### config.mk
export PLATFORM = sky130hd
export DESIGN_NAME = crc16_frame_appender
export DESIGN_NICKNAME = d
export VERILOG_FILES = /design/src/hw/rtl/crc16fa_pkg.sv /design/src/hw/rtl/crc16_frame_appender.sv
export SDC_FILE = /design/constraint.sdc
export NUM_CORES = 1
export LEC_CHECK = 0
export ABC_AREA = 1
export ABC_CLOCK_PERIOD_IN_PS = 3400
export BUFFER_PORTS_ARGS = -buffer_cell sky130_fd_sc_hd__clkbuf_2
export CAP_MARGIN = 20
export CORE_UTILIZATION = 58
export DETAILED_ROUTE_END_ITERATION = 8
export PLACE_DENSITY = 0.78
export SLEW_MARGIN = 20
export SYNTH_ARGS = -nofsm -noshare
export SYNTH_HDL_FRONTEND = slang
export SYNTH_SLANG_ARGS = --single-unit
### constraint.sdc
create_clock -name clock -period 3.4 [get_ports clock]
set_input_delay 0.34 -clock clock [delete_from_list [all_inputs] [get_ports clock]]
set_output_delay 0.34 -clock clock [all_outputs]
set_load 0.05 [all_outputs]
### src/hw/rtl/crc16fa_pkg.sv
package crc16fa_pkg;

   localparam int unsigned CRC_WIDTH  = 16;
   localparam int unsigned BYTE_WIDTH = 8;
   localparam int unsigned ADDR_WIDTH = 3;
   localparam int unsigned DATA_WIDTH = 32;

   localparam logic [CRC_WIDTH-1:0] CRC_START_RESET = 16'hFFFF;
   localparam logic [CRC_WIDTH-1:0] CRC_POLY_RESET  = 16'hA001;

   localparam logic CSR_IDX_START = 1'b0;
   localparam logic CSR_IDX_POLY  = 1'b1;

   typedef struct packed {
      logic [BYTE_WIDTH-1:0] data_byte;
      logic                  frame_end;
   } req_type;

   typedef struct packed {
      logic [BYTE_WIDTH-1:0] out_byte;
      logic                  out_is_crc;
      logic                  out_last;
   } rsp_type;

   // lsb-first crc update over one byte
   function automatic logic [CRC_WIDTH-1:0] crc_fold_byte(
      input logic [CRC_WIDTH-1:0]  crc,
      input logic [BYTE_WIDTH-1:0] data,
      input logic [CRC_WIDTH-1:0]  poly
   );
      logic [CRC_WIDTH-1:0] acc;
      acc = crc ^ {{(CRC_WIDTH-BYTE_WIDTH){1'b0}}, data};
      for (int i = 0; i < BYTE_WIDTH; i++) begin
         if (acc[0]) begin
            acc = (acc >> 1) ^ poly;
         end else begin
            acc = acc >> 1;
         end
      end
      return acc;
   endfunction

endpackage

### src/hw/rtl/crc16_frame_appender.sv
// crc16_frame_appender
//
// Byte stream in on req_ (valid/ready), bytes out on rsp_ (valid/ready).
// Every input byte is passed through unchanged. A reflected CRC-16 runs over
// the frame's bytes; after the byte marked frame_end, the CRC low byte and then
// the CRC high byte follow, flagged out_is_crc, the high byte also out_last.
// The next frame starts again from crc_start.
// Registers on the APB-style port: crc_start at 0x0, crc_polynomial at 0x4.
// An input byte passes through the input register and then the output
// register; the byte-wide CRC update sits between them. Throughput: one
// byte per cycle while the receiver does not stall; a frame end holds the
// input register while the CRC low and high bytes go out.
// Reset clears both pipeline stages and the open-frame flag, and loads
// crc_start = 0xFFFF and crc_polynomial = 0xA001.
// When the receiver stalls, the output register holds its byte and the input
// register fills; req_ready then drops until the output moves again.
module crc16_frame_appender (
   input  logic                                    clock,
   input  logic                                    reset,
   input  logic                                    req_valid,
   output logic                                    req_ready,
   input  crc16fa_pkg::req_type                    req_payload,
   output logic                                    rsp_valid,
   input  logic                                    rsp_ready,
   output crc16fa_pkg::rsp_type                    rsp_payload,
   input  logic                                    psel,
   input  logic                                    penable,
   input  logic                                    pwrite,
   input  logic [crc16fa_pkg::ADDR_WIDTH-1:0]      paddr,
   input  logic [crc16fa_pkg::DATA_WIDTH-1:0]      pwdata,
   output logic [crc16fa_pkg::DATA_WIDTH-1:0]      prdata,
   output logic                                    pready
);
   import crc16fa_pkg::*;

   typedef enum logic [1:0] {
      PH_DATA,
      PH_CRC_LO,
      PH_CRC_HI
   } phase_type;

   phase_type              phase_ff, phase_in;
   logic                   in_valid_ff, in_valid_in;
   req_type                in_item_ff, in_item_in;
   logic                   out_valid_ff, out_valid_in;
   rsp_type                out_item_ff, out_item_in;
   logic [CRC_WIDTH-1:0]   running_crc_ff, running_crc_in;
   logic [CRC_WIDTH-1:0]   crc_hold_ff, crc_hold_in;
   logic                   frame_open_ff, frame_open_in;
   logic [CRC_WIDTH-1:0]   crc_start_ff, crc_start_in;
   logic [CRC_WIDTH-1:0]   crc_poly_ff, crc_poly_in;

   logic                   out_load;
   logic                   in_done;
   logic                   csr_write;
   logic [CRC_WIDTH-1:0]   crc_next;

   assign out_load  = in_valid_ff && (!out_valid_ff || rsp_ready);
   assign in_done   = (phase_ff == PH_CRC_HI) || ((phase_ff == PH_DATA) && !in_item_ff.frame_end);
   assign req_ready = !in_valid_ff || (out_load && in_done);
   assign crc_next  = crc_fold_byte(frame_open_ff ? running_crc_ff : crc_start_ff,
                                    in_item_ff.data_byte, crc_poly_ff);

   assign csr_write = psel && penable && pwrite && pready;
   assign pready    = 1'b1;

   always_comb begin
      prdata = '0;
      case (paddr[2])
         CSR_IDX_START: prdata[CRC_WIDTH-1:0] = crc_start_ff;
         CSR_IDX_POLY:  prdata[CRC_WIDTH-1:0] = crc_poly_ff;
         default:       prdata = '0;
      endcase
   end

   always_comb begin
      phase_in       = phase_ff;
      in_valid_in    = in_valid_ff;
      in_item_in     = in_item_ff;
      out_valid_in   = out_valid_ff;
      out_item_in    = out_item_ff;
      running_crc_in = running_crc_ff;
      crc_hold_in    = crc_hold_ff;
      frame_open_in  = frame_open_ff;
      crc_start_in   = crc_start_ff;
      crc_poly_in    = crc_poly_ff;

      if (csr_write) begin
         case (paddr[2])
            CSR_IDX_START: crc_start_in = pwdata[CRC_WIDTH-1:0];
            CSR_IDX_POLY:  crc_poly_in  = pwdata[CRC_WIDTH-1:0];
            default:       crc_start_in = crc_start_ff;
         endcase
      end

      if (rsp_valid && rsp_ready) begin
         out_valid_in = 1'b0;
      end

      if (out_load) begin
         out_valid_in = 1'b1;
         case (phase_ff)
            PH_DATA: begin
               out_item_in = '{out_byte: in_item_ff.data_byte, out_is_crc: 1'b0,
                               out_last: 1'b0};
               if (in_item_ff.frame_end) begin
                  crc_hold_in   = crc_next;
                  frame_open_in = 1'b0;
                  phase_in      = PH_CRC_LO;
               end else begin
                  running_crc_in = crc_next;
                  frame_open_in  = 1'b1;
               end
            end
            PH_CRC_LO: begin
               out_item_in = '{out_byte: crc_hold_ff[BYTE_WIDTH-1:0], out_is_crc: 1'b1,
                               out_last: 1'b0};
               phase_in    = PH_CRC_HI;
            end
            PH_CRC_HI: begin
               out_item_in = '{out_byte: crc_hold_ff[CRC_WIDTH-1:BYTE_WIDTH],
                               out_is_crc: 1'b1, out_last: 1'b1};
               phase_in    = PH_DATA;
            end
            default: begin
               phase_in = PH_DATA;
            end
         endcase
         if (in_done) begin
            in_valid_in = 1'b0;
         end
      end

      if (req_valid && req_ready) begin
         in_valid_in = 1'b1;
         in_item_in  = req_payload;
      end
   end

   always_ff @(posedge clock) begin
      if (reset) begin
         phase_ff      <= PH_DATA;
         in_valid_ff   <= 1'b0;
         out_valid_ff  <= 1'b0;
         frame_open_ff <= 1'b0;
         crc_start_ff  <= CRC_START_RESET;
         crc_poly_ff   <= CRC_POLY_RESET;
      end else begin
         phase_ff      <= phase_in;
         in_valid_ff   <= in_valid_in;
         out_valid_ff  <= out_valid_in;
         frame_open_ff <= frame_open_in;
         crc_start_ff  <= crc_start_in;
         crc_poly_ff   <= crc_poly_in;
      end
      in_item_ff     <= in_item_in;
      out_item_ff    <= out_item_in;
      running_crc_ff <= running_crc_in;
      crc_hold_ff    <= crc_hold_in;
   end

   assign rsp_valid   = out_valid_ff;
   assign rsp_payload = out_item_ff;

endmodule

==> flow_metrics.env <==
export IMPL_status="finished, final reports clean"
export IMPL_ys_types=37
export IMPL_grt_busiest_layer="met2"
export IMPL_power_frac_comb_pct=52.5
export IMPL_dp_cells=1034
export IMPL_finalWorstSetupSlack_ns=0.0975
export IMPL_start_util_pct=59.7
export IMPL_ir_drop_uv=292
export IMPL_path_class="reg2reg"
export IMPL_clk_path_buf_depth=2
export IMPL_p_switching_mw=2.01
export IMPL_power_total_mw=4.61
export IMPL_slew_viol_final=0
export IMPL_worstPathBufferInverterCount=3
export IMPL_crit_fanout=8
export IMPL_met2_usage_pct=51.3
export IMPL_max_cap_viol_count=0
export IMPL_clk_pin_slew_ns=0.10
export IMPL_die_h_um=105
export IMPL_synth_area_sq_mm=0.00614
export IMPL_gp_congestion=0.950
export IMPL_via_per_inst=5.53
export IMPL_io_pins=96
export IMPL_grt_pass1_wl_mm=25.3
export IMPL_tns_ns=0
export IMPL_grt_pass1_vias=5193
export IMPL_cts_sinks=88
export IMPL_avgSynthCellArea_sq_um=7.23
export IMPL_wl_per_cell_um=16.3
export IMPL_finalWirelength_mm=17.3
export IMPL_cp_start_kind="flip-flop"
export IMPL_fmax_mhz=303
export IMPL_rrSetupSlack_ns=0.1
export IMPL_crit_path_cell_trace="clkbuf_16 > nand2_8 > nand3_1 > nand3_1 > nand2_2 > nand2_4 > nand2_1 > nand2_1 > nand2_4 > nand2_2 > nand2_4 > nand2_4 > nor2_2 > xor2_2 > buf_4 > xnor2_2 > nand2_4 > nand2_8 > nand2_4 > nand2_4 > buf_12 > nand3_4 > nor2_4 > nor2_4"
export IMPL_pwr_share_clk_pct=17.8
export IMPL_htreeDepth=3
export IMPL_slowest_delay_ns=0.43
export IMPL_track_usage_pct=29.7
export IMPL_grt_max_degree=28
export IMPL_rows=37
export IMPL_dp_hpwl_mm=11.8
export IMPL_min_path_type="in2reg"
export IMPL_p_leak_nw=3.39
export IMPL_fin_crit_sh_pct=97.1
export IMPL_power_density_mw_per_mm2=612
export IMPL_layout_common_cells="nand2_1, inv_1, nand3_1, clkbuf_2, o21ai_0"
export IMPL_synthesis_instances=849
export IMPL_pre_cts_ws_ns=-0.126
export IMPL_critical_path_slowest_cell="dfxtp_4"
export IMPL_cts_made_buffers=9
export IMPL_cp_arrival_ns=3.42
export IMPL_drc_errors=0
export IMPL_slew_headroom_pct=39.3
export IMPL_root_buffer="clkbuf_8"
export IMPL_cp_required_ns=3.51
export IMPL_power_frac_seq_pct=29.6
export IMPL_fin_cells=1064
export IMPL_fin_worst_skew_ns=0.00999
export IMPL_area_delta_synth_final_pct=22.8
export IMPL_clk_latency_ns=0.36
export IMPL_worst_pin_slew_ns=0.907
export IMPL_reg2reg_to="crc_hold_ff[11]$_DFFE_PP_"
export IMPL_ys_seq_elements=88
export IMPL_r2r_cells=24
export IMPL_post_route_min_period_ns=3.30
export IMPL_finalSetupViolCount=0
export IMPL_cts_tree="built"
export IMPL_worstHoldStart="req_payload[2]"
export IMPL_r2r_start="frame_open_ff$_SDFFE_PP0P_"
export IMPL_drt_first_pass_iters=5
export IMPL_synth_warnings=0
export IMPL_final_antenna_net_count=0
export IMPL_antenna_found_initial=0
export IMPL_gr_usage_met3_pct=2.93
export IMPL_grtUsageMet1_pct=37.4
export IMPL_diodes=0
export IMPL_synth_seq_area_share_pct=37.0
export IMPL_whs_ns=0.149
export IMPL_holdBufCountCts=0
export IMPL_swShare_pct=43.7
export IMPL_drive_gt1_share_pct=26.7
export IMPL_die_w_um=105
export IMPL_dieArea_sq_mm=0.0110
export IMPL_whs_path_depth=1
export IMPL_grt_overflow_total=0
export IMPL_cpMostUsedCell="nand2_4"
export IMPL_io_buffers=60
export IMPL_final_common_cell="nand2_1"
export IMPL_first_iter_violations=439
export IMPL_finalHoldViolCount=0
export IMPL_num_vias=5886
export IMPL_cellInternalPower_mw=2.60
export IMPL_fin_nets=980
export IMPL_crit_family="simple AND/OR/NAND/NOR gates"
export IMPL_end_kind="flip-flop"
export IMPL_core_area_sq_mm=0.0103
export IMPL_hold_end="in_item_ff[2]$_DFFE_PP_"
[power by group through the flow]
stage | clock network [mW] | logic (mW) | registers, mW
3_3_place_gp | 0 | 1.83 | 1.38
6_report | 0.823 | 2.42 | 1.37
5_1_grt | 0.861 | 2.61 | 1.37
4_1_cts | 0.827 | 1.90 | 1.36
3_5_place_dp | 0 | 1.87 | 1.38
2_1_floorplan | 0 | 1.38 | 1.41
[cell usage after synthesis (all sizes together)]
cell / count / area share [%]
nand3: 88 / 8.5
a21oi: 28 / 2.3
nand4: 2 / 0.20
nor2: 65 / 4.1
xor2: 35 / 5.4
nand2: 266 / 17
ha: 6 / 1.2
edfxtp: 51 / 25
mux2i: 6 / 0.98
conb: 2 / 0.12
a31oi: 8 / 0.82
nand3b: 1 / 0.12
clkinv: 1 / 0.061
dfxtp: 37 / 12
o21ai: 63 / 5.2
buf: 31 / 3.9
xnor2: 32 / 4.7
clkbuf: 29 / 1.8
nand2b: 1 / 0.10
o211ai: 3 / 0.45
nor3: 1 / 0.081
inv: 93 / 5.7
[timing repair]
item,4_1_cts,5_1_grt
buffers inserted,3,7
pin swaps,1,56
hold endpoints to repair,0,0
setup endpoints to repair,32,32
resized for setup,5,136
gates cloned,0,4
[flip-flops by register name, indices dropped and copies added (netlist names)]
name / flops
in_valid_ff: 1
phase_ff: 2
rsp_payload: 10
in_item_ff: 9
crc_poly_ff: 16
rsp_valid: 1
frame_open_ff: 1
crc_start_ff: 16
crc_hold_ff: 16
running_crc_ff: 16
[worst reg2reg max path, cell delays in order, from the launching register on]
cell,delay (ns)
dfxtp_4,0.43
clkbuf_16,0.17
nand2_8,0.05
nand3_1,0.12
nand3_1,0.11
nand2_2,0.11
nand2_4,0.07
nand2_1,0.06
nand2_1,0.08
nand2_4,0.11
nand2_2,0.07
nand2_4,0.12
nand2_4,0.07
nor2_2,0.15
xor2_2,0.20
buf_4,0.15
xnor2_2,0.13
nand2_4,0.10
nand2_8,0.14
nand2_4,0.07
nand2_4,0.10
buf_12,0.15
nand3_4,0.09
nor2_4,0.16
nor2_4,0.07
[final cells by class]
class,count,area (sq um)
inverter,94,359
clock buffer,11,163
tap,136,170
multi-input combinational,622,3720
timing repair buffer,108,782
sequential,88,2280
fill,761,2740
clock inverter,5,67.6
[cell families after synthesis]
group	share of synthesized area, %
adder cells (fa/ha/maj)	1.22
buffers and inverters	11.4
flip-flops	37.0
AO/OA/AOI/OAI	8.75
other	0.122
AND/OR/NAND/NOR	30.4
multiplexers	0.979
XOR/XNOR	10.1
[per-stage QoR]
stage	utilization (%)	cell area [sq um]
after global routing	73.3	7530
final	73.3	7530
after CTS	66.7	6850
after global placement	64.1	6590
after floorplan	-	6190
after detailed placement	64.1	6590
[layer usage]
layer	up-vias	wire (um)
li1	2814	-
met1	2736	6830
met2	289	8700
met3	47	1190
met4	0	574
met5	-	0
[worst max path at each step]
stage / endpoint / slack, ns / depth (start not counted) / from
final: crc_hold_ff[11]$_DFFE_PP_ / 0.1 / 24 / frame_open_ff$_SDFFE_PP0P_
after global routing: crc_hold_ff[11]$_DFFE_PP_ / -0.07 / 26 / frame_open_ff$_SDFFE_PP0P_
after CTS: crc_hold_ff[6]$_DFFE_PP_ / 0.02 / 27 / frame_open_ff$_SDFFE_PP0P_
after detailed placement: crc_hold_ff[11]$_DFFE_PP_ / -0.13 / 27 / frame_open_ff$_SDFFE_PP0P_
after global placement: crc_hold_ff[11]$_DFFE_PP_ / 0.04 / 27 / frame_open_ff$_SDFFE_PP0P_
after floorplan: in_item_ff[0]$_DFFE_PP_ / 0.41 / 7 / phase_ff[0]$_SDFFE_PP0P_
Power figures use the tool's default switching activity.
